### src/sv/audio_frame_ring_with_track_markers_defines.svh
// Assertion macros used by the RTL of the audio frame ring.
`ifndef AUDIO_FRAME_RING_WITH_TRACK_MARKERS_DEFINES_SVH
`define AUDIO_FRAME_RING_WITH_TRACK_MARKERS_DEFINES_SVH

`ifndef SYNTHESIS

`define AFRM_ASSERT_ALWAYS(name, expr) \
    name: assert property (@(posedge clk) disable iff (!rst_n) (expr)) \
        else $error("assertion failed: expression does not hold");

`define AFRM_ASSERT_IMPL(name, ante, cons) \
    name: assert property (@(posedge clk) disable iff (!rst_n) (ante) |-> (cons)) \
        else $error("assertion failed: implication does not hold");

`define AFRM_ASSERT_NEXT(name, ante, cons) \
    name: assert property (@(posedge clk) disable iff (!rst_n) (ante) |=> (cons)) \
        else $error("assertion failed: next-cycle implication does not hold");

`else

`define AFRM_ASSERT_ALWAYS(name, expr)
`define AFRM_ASSERT_IMPL(name, ante, cons)
`define AFRM_ASSERT_NEXT(name, ante, cons)

`endif

`endif

### src/sv/afrm_pkg.sv
package afrm_pkg;

    localparam int KindBits   = 3;
    localparam int FrameWidth = 32;
    localparam int KeyWidth   = 16;
    localparam int PrefillBits = 13;
    localparam int TotalBits  = 32;
    localparam int InTdataBits = 48;

    localparam logic [PrefillBits-1:0] PREFILL_RESET = 13'd2048;

    localparam logic [KindBits-1:0] KIND_WRITE = 3'd0;
    localparam logic [KindBits-1:0] KIND_PULL  = 3'd1;
    localparam logic [KindBits-1:0] KIND_PLAY  = 3'd2;
    localparam logic [KindBits-1:0] KIND_PAUSE = 3'd3;
    localparam logic [KindBits-1:0] KIND_FLUSH = 3'd4;

    typedef enum logic [2:0] {
        OP_NONE,
        OP_WRITE,
        OP_PULL,
        OP_PLAY,
        OP_PAUSE,
        OP_FLUSH
    } op_t;

    typedef struct packed {
        op_t                  op;
        logic [FrameWidth-1:0] frame;
        logic [KeyWidth-1:0]   key;
    } q_item_t;

endpackage

### src/sv/afrm_front.sv
module afrm_front (
    input  logic                                clk,
    input  logic                                rst_n,
    input  logic                                s_tvalid,
    output logic                                s_tready,
    // s_tdata fields from bit 0: frame_data[31:0], track_key[47:32].
    input  logic [afrm_pkg::InTdataBits-1:0]    s_tdata,
    // s_tuser fields from bit 0: kind[2:0].
    input  logic [afrm_pkg::KindBits-1:0]       s_tuser,
    output logic                                q_valid,
    output afrm_pkg::q_item_t                   q_item,
    input  logic                                q_pop
);
    import afrm_pkg::*;

    q_item_t    q_mem_reg [2];
    logic       wr_ptr_reg;
    logic       wr_ptr_next;
    logic       rd_ptr_reg;
    logic       rd_ptr_next;
    logic [1:0] count_reg;
    logic [1:0] count_next;
    logic       push;
    q_item_t    in_item;

    always_comb
    begin
        unique case (s_tuser)
            KIND_WRITE: in_item.op = OP_WRITE;
            KIND_PULL:  in_item.op = OP_PULL;
            KIND_PLAY:  in_item.op = OP_PLAY;
            KIND_PAUSE: in_item.op = OP_PAUSE;
            KIND_FLUSH: in_item.op = OP_FLUSH;
            default:    in_item.op = OP_NONE;
        endcase
        in_item.frame = s_tdata[FrameWidth-1:0];
        in_item.key   = s_tdata[FrameWidth+KeyWidth-1:FrameWidth];
    end

    assign s_tready = (count_reg != 2'd2);
    assign push     = s_tvalid && s_tready;
    assign q_valid  = (count_reg != 2'd0);
    assign q_item   = q_mem_reg[rd_ptr_reg];

    always_comb
    begin
        wr_ptr_next = push ? ~wr_ptr_reg : wr_ptr_reg;
        rd_ptr_next = q_pop ? ~rd_ptr_reg : rd_ptr_reg;
        count_next  = count_reg + 2'(push) - 2'(q_pop);
    end

    always_ff @(posedge clk or negedge rst_n)
    begin
        if (!rst_n)
        begin
            wr_ptr_reg <= 1'b0;
            rd_ptr_reg <= 1'b0;
            count_reg  <= 2'd0;
        end
        else
        begin
            wr_ptr_reg <= wr_ptr_next;
            rd_ptr_reg <= rd_ptr_next;
            count_reg  <= count_next;
        end
    end

    always_ff @(posedge clk)
    begin
        if (push)
        begin
            q_mem_reg[wr_ptr_reg] <= in_item;
        end
    end

endmodule

### config.mk
export PLATFORM = sky130hd
export DESIGN_NAME = afrm_front
export DESIGN_NICKNAME = d
export VERILOG_FILES = /design/src/sv/audio_frame_ring_with_track_markers_defines.svh /design/src/sv/afrm_pkg.sv /design/src/sv/afrm_front.sv
export SDC_FILE = /design/constraint.sdc
export NUM_CORES = 1
export LEC_CHECK = 0
export ABC_AREA = 1
export CORE_UTILIZATION = 46
export CTS_BUF_LIST = sky130_fd_sc_hd__clkbuf_16
export CTS_CLUSTER_SIZE = 20
export DETAILED_ROUTE_END_ITERATION = 6
export DONT_BUFFER_PORTS = 1
export MAX_ROUTING_LAYER = met4
export SLEW_MARGIN = 5
export SYNTH_ARGS = -nofsm -noshare
export SYNTH_HDL_FRONTEND = slang
export SYNTH_SLANG_ARGS = --single-unit
export TNS_END_PERCENT = 10
### constraint.sdc
create_clock -name clk -period 3.49 [get_ports clk]
set_clock_uncertainty 0.2 [all_clocks]
set_input_delay 0.698 -clock clk [delete_from_list [all_inputs] [get_ports clk]]
set_output_delay 0.698 -clock clk [all_outputs]
set_load 0.02 [all_outputs]
==> flow_summary_export.csv, run 1 <==
group,metric,value,unit
global_route,grt_max_degree,31,
critical_path,end_kind,"primary output",
critical_path,setup.worst_path.start_class,"flip-flop",
finish,final_cell_area,4550,um2
critical_path,path_max_fanout,23,
global_route,global_route_usage_over_all_layers,0.141,
placed_design,dp.cells,299,
sta,unrepaired_setup_endpoints_after_global_routing,"false",
routing,routed_wire_length_per_instance,19.9,um
sta,timing.final.crit_period,2710,ps
synth,netlist-cell-type-count,17,
synth,syn_nets,249,
routing,postRouteAntennaNets,0,
synth,ys_seq_area_frac,0.758,
clock_tree,cts_htree_levels,3,
sta,setup-tns-final,0,ps
min_path,hold_end,"rd_ptr_reg",
critical_path,critical_path_arrival,1810,ps
finish,nets,259,
critical_path,reg2regPathDepth,5,
finish,number_of_standard_cells_in_the_layout_taps_in_and_fillers_out,316,
power,fin_total_pwr,4.09,mW
critical_path,critPathTopFamily,"flip-flops",
critical_path,cp.required,2590,ps
routing,initialDrtViolationCount,53,
finish,area_delta_synth_final,9.02,%
finish,core_utilization_of_the_finished_layout,0.519,
sta,final_max_slew_viol_count,0,
routing,drt-total-wl,6280,um
routing,detailedRoute.firstPassIterationCount,4,
power,power_density,899,nW/um2
synth,netlist_instances,193,
floorplanning,core,8760,um2
critical_path,cp_slowest_cell,"dfrtp_4",
finish,diodes,0,
sta,slew-limit-headroom,0.517,
clock_tree,clk_latency,330,ps
floorplanning,die_h,97.3,um
sta,worstMarginPinSlew,722,ps
sta,maxClockFrequency,369,MHz
clock_tree,numCtsBuffers,9,
placed_design,placement.io_buffers,0,
placed_design,detailed_place.area,4270,um2
floorplanning,dieArea,9460,um2
critical_path,worstReg2RegStart,"count_reg[0]",
placed_design,detailedPlacementHpwl,4310,um
clock_tree,clk_pin_slew_worst_paths,60,ps
finish,multiInputGateArea,892,um2
critical_path,critical_path_cell_count,2,
finish,seqCellArea,3170,um2
placed_design,dp_worst_setup_slack,1120,ps
synth,synth.ff_latch_count,106,
sta,final_hold_viol_count,0,
sta,setup_violations,0,
sta,layout_setup_ws,783,ps
finish,layout-drive-gt1-share,0.346,
placed_design,finalWeightedCongestion,0.705,
outcome,run_status,"finished clean",
routing,avgViaCountPerCell,5.31,
finish,largest_register_ffs,102,
routing,vias,1678,
global_route,global_route_wire_length_before_repair,9440,um
floorplanning,core.rowCount,34,
power,vdd_ir_drop_max,0.603,mV
global_route,first_global_vias,1780,
global_route,number_of_antenna_violations_at_the_first_check_in_global_routing,0,
global_route,gr_overflow_total,0,
floorplanning,floorplan.initialDensity,0.476,
critical_path,worstPathCellList,"buf_4 -> mux2_4",
synth,yosys_warnings,0,
power,p_leak,1.66,nW
sta,worst_hold_slack,253,ps
critical_path,crit_path_largest_cell_delay,700,ps
min_path,timing.hold.worst_path_depth,1,
floorplanning,num_io_pins,108,
floorplanning,die-width,97.3,um
critical_path,worst-path-buf-inv,1,
job,maxCapViolations,0,
clock_tree,clockBufferDepth,2,
sta,final.period_utilization,0.776,
synth,avgSynthCellArea,21.6,um2
clock_tree,clkSinkCount,106,
clock_tree,cts.root.buffer_cell,"clkbuf_16",
critical_path,crit-reg2reg-capture,"q_mem_reg[1][46]",
min_path,min_path_type,"primary input to flip-flop",
routing,detail_route.drc_violations,0,
synth,mappedNetlistArea,4170,um2
critical_path,crit_type,"flip-flop to primary output",
clock_tree,tritoncts,"yes",
min_path,hold_start,"q_pop",
critical_path,timing.reg2reg.setup_slack,1150,ps
finish,filler_cell_count,691,
## Yosys cell counts
| cell type | count | area [um2] |
|---|---|---|
| mux2_4 | 49 | 736 |
| inv_1 | 6 | 22.5 |
| dfrtp_1 | 4 | 100 |
| o21ai_0 | 1 | 5.00 |
| mux2_2 | 2 | 22.5 |
| or2_2 | 1 | 6.26 |
| nand2_1 | 11 | 41.3 |
| buf_12 | 5 | 100 |
| xor2_1 | 1 | 8.76 |
| ha_1 | 1 | 12.5 |
| and3_1 | 1 | 6.26 |
| a21oi_1 | 2 | 10.0 |
| buf_6 | 1 | 11.3 |
| edfxtp_1 | 102 | 3060 |
| nand3_1 | 2 | 10.0 |
| nand3b_1 | 1 | 7.51 |
| nor2_1 | 3 | 11.3 |
## report_power, final
group          switching [mW]  internal [mW]  total (mW)  leakage, nW
logic                   0.773          0.532        1.31        0.539
registers               0.147           1.74        1.89        0.995
clock network           0.418          0.481       0.898        0.129
## cell families (layout without fill, tap and decap cells)
family / after synthesis / after routing / synth area share
AND/OR/NAND/NOR: 19 / 19 / 0.0198
multiplexers: 51 / 51 / 0.182
AO/OA/AOI/OAI: 3 / 3 / 0.00360
adder cells (fa/ha/maj): 1 / 1 / 0.00300
buffers and inverters: 12 / 27 / 0.0321
XOR/XNOR: 1 / 1 / 0.00210
flip-flops: 106 / 106 / 0.758
## how the worst max path moves through the flow
stage | start | endpoint | slack [ps]
floorplan | s_tvalid | q_mem_reg[0][0] | -130
global placement | rd_ptr_reg | q_item[31] | 1150
detailed placement | rd_ptr_reg | q_item[38] | 1120
CTS | rd_ptr_reg | q_item[38] | 750
global route | rd_ptr_reg | q_item[38] | 700
finish | rd_ptr_reg | q_item[38] | 780
## worst register-to-register path: stages (launching register included)
cell     delay (ps)
dfrtp_1         360
inv_1            60
nand2_1         230
nand2_1         240
nor2_4          610
buf_12          290
## layout by cell type, fill, tap and decap left out
cell and count:
buf_4 2, dlygate4sd3_1 1, inv_6 2, clkinv_1 2, dfrtp_1 3, inv_1 7
dfrtp_4 1, nand3b_1 1, edfxtp_1 102, nor2_1 1, or2_2 1, xor2_1 1
buf_12 2, nand3_1 2, nor2_4 2, nand2_1 11, a21oi_1 2, mux2_4 49
ha_1 1, clkbuf_16 9, clkinvlp_4 2, mux2_2 2, o21ai_0 1, and3_1 1
## layer usage
layer	share of wire	vias to the layer above	GRT usage
met5	0	-	-
met4	0.016	0	0.0645
met3	0.089	9	0.0676
met2	0.52	77	0.230
met1	0.37	833	0.142
li1	-	759	-
## timing repair
item	in CTS	in global routing
buffers inserted	0	0
hold endpoints to repair	4	0
gates resized for setup	0	0
hold buffers	1	0
## final cells by class
cell class,instances,share of cell area
Sequential cell,106,0.696
Multi-Input combinational cell,75,0.196
Tap cell,108,0.0297
Inverter,6,0.00495
Clock inverter,7,0.00962
Timing Repair Buffer,5,0.0143
Clock buffer,9,0.0495
Note: power is estimated with default switching activity, not from simulation.
==> run 2, diff against run 1 <==
==> constraint.sdc (replaced) <==
create_clock -name clk -period 2.4 [get_ports clk]
set_clock_uncertainty 0.2 [all_clocks]
set_input_delay 0.48 -clock clk [delete_from_list [all_inputs] [get_ports clk]]
set_output_delay 0.48 -clock clk [all_outputs]
set_load 0.02 [all_outputs]
==> run 2 against run 1 <==
Compared with the run above: cell count is 4.7% higher; core utilization is 1.2 points higher; clock power is 49% higher; routed wire length is 2.6% higher; design area is 2.4% higher; register-to-register slack worse by 710 ps; setup slack worse by 610 ps; global-route usage hardly changed; sequential share of layout area is 1.6 points lower.
==> flow_summary_export.csv, run 2 (synthesis gave the netlist of run 1 again) <==
group,metric,value,unit
outcome,run_status,"finished clean",
routing,routed_wire_length_per_instance,19.5,um
clock_tree,cts.root.buffer_cell,"clkbuf_16",
global_route,grt_max_degree,27,
global_route,gr_overflow_total,0,
routing,postRouteAntennaNets,0,
routing,initialDrtViolationCount,92,
global_route,global_route_wire_length_before_repair,9590,um
critical_path,cp.required,1720,ps
sta,layout_setup_ws,173,ps
sta,unrepaired_setup_endpoints_after_global_routing,"false",
clock_tree,clockBufferDepth,2,
clock_tree,cts_htree_levels,3,
clock_tree,tritoncts,"yes",
critical_path,critical_path_arrival,1550,ps
sta,final_hold_viol_count,0,
power,power_density,1320,nW/um2
routing,vias,1693,
finish,nets,274,
floorplanning,num_io_pins,108,
routing,drt-total-wl,6440,um
global_route,first_global_vias,1763,
global_route,number_of_antenna_violations_at_the_first_check_in_global_routing,0,
finish,layout.cells.most_common,"edfxtp_1",
sta,final_max_slew_viol_count,0,
power,sw_frac_of_total,0.325,
sta,final.period_utilization,0.928,
critical_path,crit_path_largest_cell_delay,570,ps
routing,avgViaCountPerCell,5.11,
critical_path,path_max_fanout,17,
routing,detail_route.drc_violations,0,
clock_tree,clk_latency,330,ps
placed_design,dp_worst_setup_slack,392,ps
sta,slew-limit-headroom,0.763,
placed_design,detailedPlacementHpwl,4500,um
routing,detailedRoute.firstPassIterationCount,4,
finish,diodes,0,
critical_path,cp_slowest_cell,"dfrtp_4",
sta,setup_violations,0,
floorplanning,die-width,97.3,um
finish,largest_register_ffs,102,
power,sequentialPowerShare,0.439,
clock_tree,numCtsBuffers,9,
clock_tree,cts-resized-gates,0,
critical_path,end_kind,"primary output",
power,p_leak,1.74,nW
placed_design,placement.io_buffers,0,
global_route,global_route_usage_over_all_layers,0.141,
power,power.share.clock,0.217,
sta,timing.final.crit_period,2230,ps
critical_path,crit_type,"flip-flop to primary output",
floorplanning,floorplan.initialDensity,0.476,
clock_tree,clkSinkCount,106,
sta,worstMarginPinSlew,356,ps
power,comb_power_share,0.344,
power,power.net_switching,2.00,mW
placed_design,finalWeightedCongestion,0.688,
sta,maxClockFrequency,449,MHz
min_path,min_path_type,"primary input to flip-flop",
sta,worst_hold_slack,35.1,ps
floorplanning,dieArea,9460,um2
finish,number_of_standard_cells_in_the_layout_taps_in_and_fillers_out,331,
power,vdd_ir_drop_max,0.716,mV
finish,layout-drive-gt1-share,0.395,
critical_path,worstPathCellList,"buf_4 -> mux2_2",
finish,core_utilization_of_the_finished_layout,0.532,
finish,layout.cells.most_common_list,"102 x edfxtp_1, 49 x mux2_4, 18 x buf_4",
finish,area_delta_synth_final,11.6,%
floorplanning,die_h,97.3,um
floorplanning,core.rowCount,34,
critical_path,setup.worst_path.start_class,"flip-flop",
clock_tree,clk_pin_slew_worst_paths,70,ps
floorplanning,core,8760,um2
job,maxCapViolations,0,
power,power.internal,4.15,mW
placed_design,dp.cells,302,
## run 2: worst max-delay path: cells and delay by family (launching register included)
kind | cells | cell delay [ps]
flip-flops | 1 | 570
multiplexers | 1 | 410
buffers and inverters | 1 | 230
## run 2: area by class of cell
type	instances	area, um2
fill	704	4110
sequential	106	3170
multi-input combinational	75	892
clock buffer	9	225
timing repair buffer	20	165
tap	108	135
clock inverter	7	51.3
inverter	6	22.5
## run 2: stage by stage
stage               setup TNS (ps)  total power [mW]  cell area, um2
floorplan                   -33960              4.56            4180
global placement                 0              4.68            4280
finish                           0              6.15            4660
detailed placement               0              4.75            4280
global route                     0              6.40            4660
CTS                              0              6.10            4570
## run 2: repair_timing
| item | in CTS | in global routing |
|---|---|---|
| hold buffers | 1 | 0 |
| setup endpoints to repair | 0 | 1 |
| endpoints found under the hold margin | 4 | 0 |
| setup buffers | 0 | 12 |
## run 2: power groups by stage
stage	clock network, mW	logic [mW]	registers, mW
4_1_cts	1.38	1.98	2.74
5_1_grt	1.44	2.22	2.74
3_3_place_gp	0	1.93	2.75
2_1_floorplan	0	1.91	2.66
3_5_place_dp	0	1.97	2.78
6_report	1.34	2.11	2.70
## run 2: final timing paths
kind                       slack [ps]          from  cells past startpoint         endpoint
min reg2reg                       330  count_reg[0]                      1     count_reg[0]
min                                40   s_tdata[41]                      0  q_mem_reg[1][9]
max                               170    rd_ptr_reg                      2        q_item[0]
max reg2reg                       440  count_reg[0]                     12     count_reg[1]
min in group asynchronous         220         rst_n                      1     count_reg[0]
max in group asynchronous        1590         rst_n                      1       rd_ptr_reg
## run 2: metal layers
metal | track usage | up-vias | share of wire
met5 | - | - | 0
met4 | 0.0509 | 0 | 0.0073
met3 | 0.0612 | 4 | 0.089
met2 | 0.242 | 64 | 0.54
met1 | 0.144 | 839 | 0.36
li1 | - | 786 | -
==> run 3, diff against run 2 <==
--- a/config.mk
+++ b/config.mk
@@ -12,6 +12,7 @@
 export DETAILED_ROUTE_END_ITERATION = 6
 export DONT_BUFFER_PORTS = 1
 export MAX_ROUTING_LAYER = met4
+export REMOVE_ABC_BUFFERS = 1
 export SLEW_MARGIN = 5
 export SYNTH_ARGS = -nofsm -noshare
 export SYNTH_HDL_FRONTEND = slang
==> run 3 against run 2 <==
Compared with the run above: count of clock-buffer cells in the layout did not move; sequential cell count unchanged; first-iteration DRC count grew 12%; design area shrank 1.7%; combinational power shrank 7%; power decreased by 2.5%; sequential power rose by 1%; critical path type unchanged; largest power group unchanged.
==> flow_summary_export.csv, run 3 (synthesis gave the netlist of run 1 again) <==
group,metric,value,unit
outcome,run_status,"finished clean",
sta,slew-limit-headroom,0.724,
finish,area_delta_synth_final,9.65,%
power,vdd_ir_drop_max,0.624,mV
global_route,gr_overflow_total,0,
finish,diodes,0,
min_path,timing.hold.worst_path_depth,0,
clock_tree,clkSinkCount,106,
critical_path,reg2regPathDepth,12,
floorplanning,floorplan.initialDensity,0.476,
clock_tree,clockBufferDepth,2,
finish,core_utilization_of_the_finished_layout,0.522,
clock_tree,cts_htree_levels,3,
global_route,global_route_usage_over_all_layers,0.132,
clock_tree,cts-resized-gates,0,
clock_tree,tritoncts,"yes",
critical_path,critical_path_arrival,1650,ps
job,maxCapViolations,0,
sta,final_hold_viol_count,0,
clock_tree,clk_pin_slew_worst_paths,70,ps
sta,maxClockFrequency,430,MHz
floorplanning,dieArea,9460,um2
critical_path,crit_type,"flip-flop to primary output",
routing,routed_wire_length_per_instance,19.6,um
finish,layout.cells.most_common_list,"102 x edfxtp_1, 49 x mux2_4, 11 x nand2_1",
routing,detailedRoute.firstPassIterationCount,4,
sta,layout_setup_ws,73.0,ps
power,p_leak,1.68,nW
sta,setup-tns-final,0,ps
power,power_density,1310,nW/um2
sta,final_max_slew_viol_count,0,
routing,detail_route.drc_violations,0,
clock_tree,clk_latency,330,ps
finish,layout-drive-gt1-share,0.364,
finish,largest_register_ffs,102,
critical_path,path_max_fanout,20,
routing,vias,1653,
sta,final.period_utilization,0.970,
global_route,global_route_wire_length_before_repair,9080,um
floorplanning,core.rowCount,34,
routing,postRouteAntennaNets,0,
floorplanning,die-width,97.3,um
clock_tree,numCtsBuffers,9,
routing,drt-total-wl,6220,um
placed_design,placement.io_buffers,0,
sta,worstMarginPinSlew,414,ps
global_route,number_of_antenna_violations_at_the_first_check_in_global_routing,0,
finish,number_of_standard_cells_in_the_layout_taps_in_and_fillers_out,317,
placed_design,finalWeightedCongestion,0.663,
floorplanning,num_io_pins,108,
critical_path,cp.required,1720,ps
placed_design,dp.cells,301,
clock_tree,cts.root.buffer_cell,"clkbuf_16",
floorplanning,die_h,97.3,um
routing,initialDrtViolationCount,103,
placed_design,dp_worst_setup_slack,419,ps
sta,setup_violations,0,
sta,timing.final.crit_period,2330,ps
routing,avgViaCountPerCell,5.21,
finish,layout.cells.most_common,"edfxtp_1",
min_path,min_path_type,"primary input to flip-flop",
sta,unrepaired_setup_endpoints_after_global_routing,"false",
floorplanning,core,8760,um2
critical_path,setup.worst_path.start_class,"flip-flop",
finish,nets,261,
global_route,first_global_vias,1686,
global_route,grt_max_degree,38,
critical_path,end_kind,"primary output",
-- run 3: cell count changes in the layout (fill, tap and decap cells not counted), sizes merged --
| cell | delta |
|---|---|
| clkinvlp | +2 |
| buf | -13 |
| inv | -1 |
| clkinv | -2 |
-- run 3: where the power goes --
group / total, mW / internal (mW) / switching, mW
clock: 1.30 / 0.700 / 0.598
sequential: 2.74 / 2.53 / 0.210
combinational: 1.96 / 0.814 / 1.14
total: 6.00 / 4.05 / 1.95
-- run 3: per-layer routing --
layer,GRT usage,part of all wire,up-vias
met5,-,0,-
met4,0.0373,0.0043,0
li1,-,-,761
met1,0.140,0.38,818
met2,0.219,0.51,70
met3,0.0662,0.11,4
-- run 3: per-stage QoR --
| step | total power, mW | hold WS, ps | cell area (um2) |
|---|---|---|---|
| detailed placement | 4.78 | -15.5 | 4300 |
| CTS | 6.08 | 28.3 | 4580 |
| global placement | 4.70 | -15.5 | 4300 |
| finish | 6.00 | 38.4 | 4580 |
| floorplan | 4.44 | -15.6 | 4060 |
| global route | 6.23 | 21.0 | 4580 |
-- run 3: worst paths after layout --
check / startpoint / slack, ps / to
setup / recovery: rd_ptr_reg / 70 / q_item[32]
hold / removal: s_tdata[32] / 40 / q_mem_reg[0][0]
setup reg to reg: count_reg[0] / 490 / count_reg[1]
hold reg to reg: count_reg[0] / 320 / count_reg[0]
max in group asynchronous: rst_n / 1600 / rd_ptr_reg
min in group asynchronous: rst_n / 210 / rd_ptr_reg
-- run 3: layout make-up --
class                   count  area (um2)
well taps                 108         135
clock buffers               9         225
multi-input cells          75         892
clock inverters             6        42.5
fillers                   691        4190
flip-flops and latches    106        3170
repair buffers              7        92.6
inverters                   6        22.5
-- run 3: repair_timing --
action,4_1_cts,5_1_grt
hold buffers,1,0
hold endpoints to repair,4,0
buffers inserted,0,0
-- run 3: critical path, stage by stage (launching register included) --
cell and delay, ps:
dfrtp_4 680, buf_12 250, mux2_4 360
